<file path="config.mk">
export PLATFORM = sky130hd
export DESIGN_NAME = apg_ctrl
export DESIGN_NICKNAME = d
export VERILOG_FILES = /design/src/sv/apg_pkg.sv /design/src/sv/apg_ctrl.sv
export SDC_FILE = /design/constraint.sdc
export NUM_CORES = 1
export LEC_CHECK = 0
export ABC_AREA = 1
export BUFFER_PORTS_ARGS = -buffer_cell sky130_fd_sc_hd__buf_4
export CAP_MARGIN = 0
export CORE_AREA = 2 2 39 41
export CTS_CLUSTER_SIZE = 40
export DETAILED_ROUTE_END_ITERATION = 10
export DIE_AREA = 0 0 41 43
export PLACE_DENSITY = 0.67
export REMOVE_ABC_BUFFERS = 1
export SLEW_MARGIN = 0
export SYNTH_ARGS = -nofsm -noshare
export SYNTH_HDL_FRONTEND = slang
export SYNTH_SLANG_ARGS = --single-unit
</file>
<file path="constraint.sdc">
create_clock -name clk -period 1.75 [get_ports clk]
set_input_delay 0.175 -clock clk [delete_from_list [all_inputs] [get_ports clk]]
set_output_delay 0.175 -clock clk [all_outputs]
set_load 0.05 [all_outputs]
</file>
<file path="src/sv/apg_pkg.sv">
// Shared types, constants and the arctangent table of the arc point generator.
`default_nettype none
package apg_pkg;

  localparam int DIVIDEND_W = 20;
  localparam int DIVISOR_W  = 6;
  localparam int COUNT_W    = 6;

  // 2*pi and friends in Q4.12 and at 2^-24
  localparam logic [17:0] TWO_PI_Q12  = 18'd25736;
  localparam logic [30:0] TWO_PI_Q24  = 31'd105414357;
  localparam logic signed [31:0] PI_Q24      = 32'sd52707179;
  localparam logic signed [31:0] HALF_PI_Q24 = 32'sd26353589;
  // pi plus four full turns keeps the angle positive before reduction
  localparam logic signed [31:0] WRAP_OFFSET = 32'sd474364607;
  localparam logic signed [32:0] GAIN_Q30    = 33'sd652032874;
  // 64 * 16 * 2*pi in Q4.12: at or above this the automatic count saturates
  localparam logic [33:0] AUTO_SAT = 34'd26353664;
  // 16 * 2*pi in Q4.12 is 3217 * 128; ceil(2^30 / 3217) is exact for the
  // products below AUTO_SAT after dropping the 7 low bits
  localparam logic [18:0] AUTO_RECIP = 19'd333772;

  typedef enum logic [3:0] {
    S_IDLE, S_PROD, S_AUTO, S_STEP_START, S_STEP_WAIT,
    S_ANGLE, S_REDUCE, S_FOLD, S_CORDIC, S_SCALE, S_EMIT, S_OUT
  } state_t;

  typedef struct packed {
    logic load;
    logic prod;
    logic set_n;
    logic div_step;
    logic set_step;
    logic angle;
    logic reduce;
    logic fold;
    logic cordic;
    logic scale;
    logic emit;
    logic advance;
  } cmd_t;

  typedef struct packed {
    logic req_auto;
    logic div_done;
    logic red_last;
    logic cordic_last;
    logic out_taken;
    logic last;
  } status_t;

  // arctangent of 2^-i at 2^-24
  function automatic logic [23:0] atan_q24(input logic [4:0] i);
    logic [23:0] v;
    case (i)
      5'd0:  v = 24'd13176795;
      5'd1:  v = 24'd7778716;
      5'd2:  v = 24'd4110060;
      5'd3:  v = 24'd2086331;
      5'd4:  v = 24'd1047215;
      5'd5:  v = 24'd524117;
      5'd6:  v = 24'd262124;
      5'd7:  v = 24'd131070;
      5'd8:  v = 24'd65536;
      5'd9:  v = 24'd32768;
      5'd10: v = 24'd16384;
      5'd11: v = 24'd8192;
      5'd12: v = 24'd4096;
      5'd13: v = 24'd2048;
      5'd14: v = 24'd1024;
      5'd15: v = 24'd512;
      5'd16: v = 24'd256;
      5'd17: v = 24'd128;
      5'd18: v = 24'd64;
      5'd19: v = 24'd32;
      5'd20: v = 24'd16;
      5'd21: v = 24'd8;
      5'd22: v = 24'd4;
      5'd23: v = 24'd2;
      default: v = 24'd0;
    endcase
    return v;
  endfunction

endpackage
`default_nettype wire

</file>
<file path="src/sv/apg_ctrl.sv">
// Controller state machine sequencing the datapath.
`default_nettype none
module apg_ctrl (
  input  wire logic              clk,
  input  wire logic              rst,
  input  wire logic              in_valid,
  input  wire apg_pkg::status_t  status,
  output apg_pkg::cmd_t          cmd,
  output logic                   idle
);
  apg_pkg::state_t state, state_next;

  always_ff @(posedge clk) begin
    if (rst)
      state <= apg_pkg::S_IDLE;
    else
      state <= state_next;
  end

  // next state
  always_comb begin
    state_next = state;
    case (state)
      apg_pkg::S_IDLE:       if (in_valid) state_next = apg_pkg::S_PROD;
      apg_pkg::S_PROD:       state_next = status.req_auto ? apg_pkg::S_AUTO
                                                          : apg_pkg::S_STEP_START;
      apg_pkg::S_AUTO:       state_next = apg_pkg::S_STEP_START;
      apg_pkg::S_STEP_START: state_next = apg_pkg::S_STEP_WAIT;
      apg_pkg::S_STEP_WAIT:  if (status.div_done) state_next = apg_pkg::S_ANGLE;
      apg_pkg::S_ANGLE:      state_next = apg_pkg::S_REDUCE;
      apg_pkg::S_REDUCE:     if (status.red_last) state_next = apg_pkg::S_FOLD;
      apg_pkg::S_FOLD:       state_next = apg_pkg::S_CORDIC;
      apg_pkg::S_CORDIC:     if (status.cordic_last) state_next = apg_pkg::S_SCALE;
      apg_pkg::S_SCALE:      state_next = apg_pkg::S_EMIT;
      apg_pkg::S_EMIT:       state_next = apg_pkg::S_OUT;
      apg_pkg::S_OUT: begin
        if (status.out_taken)
          state_next = status.last ? apg_pkg::S_IDLE : apg_pkg::S_ANGLE;
      end
      default:               state_next = apg_pkg::S_IDLE;
    endcase
  end

  // commands
  always_comb begin
    cmd  = '0;
    idle = 1'b0;
    case (state)
      apg_pkg::S_IDLE: begin
        idle     = 1'b1;
        cmd.load = in_valid;
      end
      apg_pkg::S_PROD:       cmd.prod = 1'b1;
      apg_pkg::S_AUTO:       cmd.set_n = 1'b1;
      apg_pkg::S_STEP_START: cmd.div_step = 1'b1;
      apg_pkg::S_STEP_WAIT:  cmd.set_step = status.div_done;
      apg_pkg::S_ANGLE:      cmd.angle = 1'b1;
      apg_pkg::S_REDUCE:     cmd.reduce = 1'b1;
      apg_pkg::S_FOLD:       cmd.fold = 1'b1;
      apg_pkg::S_CORDIC:     cmd.cordic = 1'b1;
      apg_pkg::S_SCALE:      cmd.scale = 1'b1;
      apg_pkg::S_EMIT:       cmd.emit = 1'b1;
      apg_pkg::S_OUT:        cmd.advance = status.out_taken & ~status.last;
      default:               cmd = '0;
    endcase
  end
endmodule
`default_nettype wire

</file>
==> reports/metrics.yaml <==
status: "complete, no violations"
min_period_ns: 1.61
num_rows: 14
max_freq_mhz: 620
dieHeight_um: 43
drv_slew: 0
r2r_setup_slack_ns: 0.51
ant_nets: 0
setup_viol: 0
worstSkewPairLatency_ns: 0.23
crit_path_end_kind: "output port"
top_regs: "state: 4 flops"
fin_setup_tns_ns: 0
clock_sinks: 4
fill_cells: 158
die_x_um: 41
cap_violations: 0
antennaDiodeCount: 0
grt_use_total_pct: 13.2
finalCritPeriodShare_pct: 92.2
path_max_fanout: 5
whs_endpoint: "state[0]$_SDFFE_PP0P_"
routabilityCongestion: 0.737
core-area_um2: 1380
whs_path_depth: 4
wl_um: 1030
r2r-start: "state[0]$_SDFFE_PP0P_"
netlist_instances: 77
holdBufCountCts: 0
drc: 0
grt_max_degree: 9
top_register: "state"
nNetsFinal: 112
syn_avg_cell_area_um2: 5.44
port_buffers: 21
clk_pin_slew_ns: 0.04
ys_seq_area_share_pct: 19.1
max-vdd-ir-drop_v: 0.000847
cpPeakStageDelay_ns: 0.35
hold_slack_ns: 0.225
path_cells: "nor2_1, inv_1, nor3_1, buf_4"
worstHoldStart: "rst"
cts_made_buffers: 3
start_util_pct: 30.3
syn2layout_area_growth_pct: 47.8
num_vias: 513
hold_viol: 0
worst_r2r_endpoint: "state[3]$_SDFFE_PP0P_"
cp-start-kind: "flip-flop"
dieArea_um2: 1760
ys_seq_elements: 4
setup.worst_path.class: "flip-flop to output port"
cp_slowest_cell: "dfxtp_1"
grt_overflow: 0
grt_pass1_wl_um: 1590
crit_required_ns: 1.57
slew_headroom_pct: 80.0
p_leak_uw: 0.000371
arrival_ns: 1.44
utilization_pct: 44.8
cts-root-buf: "clkbuf_4"
largest_reg_flops: 4
vias_per_cell: 4.38
antenna_found_initial: 0
min_path_type: "input pin to flip-flop"
wl_per_cell_um: 8.81
grt_pass1_vias: 441
cts_resized: 0
cts_setup_buffers: 0
skew_ns: 0.00346
crit_family: "simple AND/OR/NAND/NOR gates"
htree_num_levels: 1
power_density_nw_per_um2: 1930
drt_first_iter_violations: 9
dp_hpwl_um: 853
ys_types: 13
tightestPinTransition_ns: 0.299
rsz0062_at_grt: "no"
worstRegToRegCells: 7
syn-cell-area_um2: 419
ys_warn_count: 0
drive_above_1_share_pct: 38.6
crit_buf_inv: 2
cts_tree: "built"
power.total_uw: 1190
cts_max_path_buffers: 2
first_pass_iters: 4
ios: 22
==> worst max path at each step <==
stage,from,to,slack [ns],cells past startpoint
finish,state[1]$_SDFFE_PP0P_,cmd[7],0.14,4
global route,state[0]$_SDFFE_PP0P_,cmd[7],0.04,4
CTS,state[1]$_SDFFE_PP0P_,cmd[7],0.11,4
detailed placement,state[1]$_SDFFE_PP0P_,cmd[7],0.37,4
global placement,state[1]$_SDFFE_PP0P_,cmd[7],0.40,4
floorplan,state[1]$_SDFFE_PP0P_,cmd[11],-0.19,3
==> area by class of cell <==
cell class                      count  area [µm²]  share of cell area [%]
Inverter                           20        75.1                    12.1
Clock buffer                        3        22.5                    3.64
Sequential cell                     4        80.1                    12.9
Timing Repair Buffer               21         158                    25.5
Multi-Input combinational cell     53         264                    42.6
Tap cell                           16        20.0                    3.23
==> through the flow <==
stage	cells	worst slack [ns]	area, µm²
finish	117	0.137	619
global route	117	0.0442	619
CTS	117	0.111	619
detailed placement	114	0.373	597
global placement	114	0.396	597
floorplan	77	-0.191	419
==> power breakdown <==
part,leakage [µW],internal [µW],switching [µW]
registers,0.0000332,132,59.0
clock network,0.0000138,76.7,37.7
logic,0.000324,260,628
total,0.000371,469,725
==> tightest hold or removal path, cell delays in order <==
cell and delay, ns:
buf_4 0.07, inv_1 0.06, nand2_1 0.07, nor2_1 0.03
==> cells in the mapped netlist <==
| library cell | instances | area, µm² |
|---|---|---|
| inv_1 | 17 | 63.8 |
| nor2_2 | 5 | 31.3 |
| nor2_1 | 19 | 71.3 |
| nor3_1 | 2 | 10.0 |
| nand3_2 | 3 | 30.0 |
| o21ai_1 | 1 | 5.00 |
| nand2_2 | 2 | 12.5 |
| a21oi_1 | 1 | 5.00 |
| dfxtp_1 | 4 | 80.1 |
| nand2_1 | 11 | 41.3 |
| inv_2 | 3 | 11.3 |
| nand3_1 | 7 | 35.0 |
| nor2_4 | 2 | 22.5 |
==> layer usage <==
layer  track usage (%)  wire length, µm
met1              15.4              456
met2              21.3              528
met3              3.14               46
met4              6.00                0
met5                 0                0
==> kinds of logic after synthesis <==
group / count (synthesis) / share of synthesized area [%]
AND/OR/NAND/NOR: 51 / 60.6
buffers and inverters: 20 / 17.9
flip-flops: 4 / 19.1
AO/OA/AOI/OAI: 2 / 2.39
==> cell usage in the layout, fill, tap and decap left out, drive strengths merged <==
| cell type | instances |
|---|---|
| a21oi | 1 |
| buf | 21 |
| clkbuf | 3 |
| dfxtp | 4 |
| inv | 20 |
| nand2 | 13 |
| nand3 | 10 |
| nor2 | 26 |
| nor3 | 2 |
| o21ai | 1 |
Power figures use the tool's default switching activity.
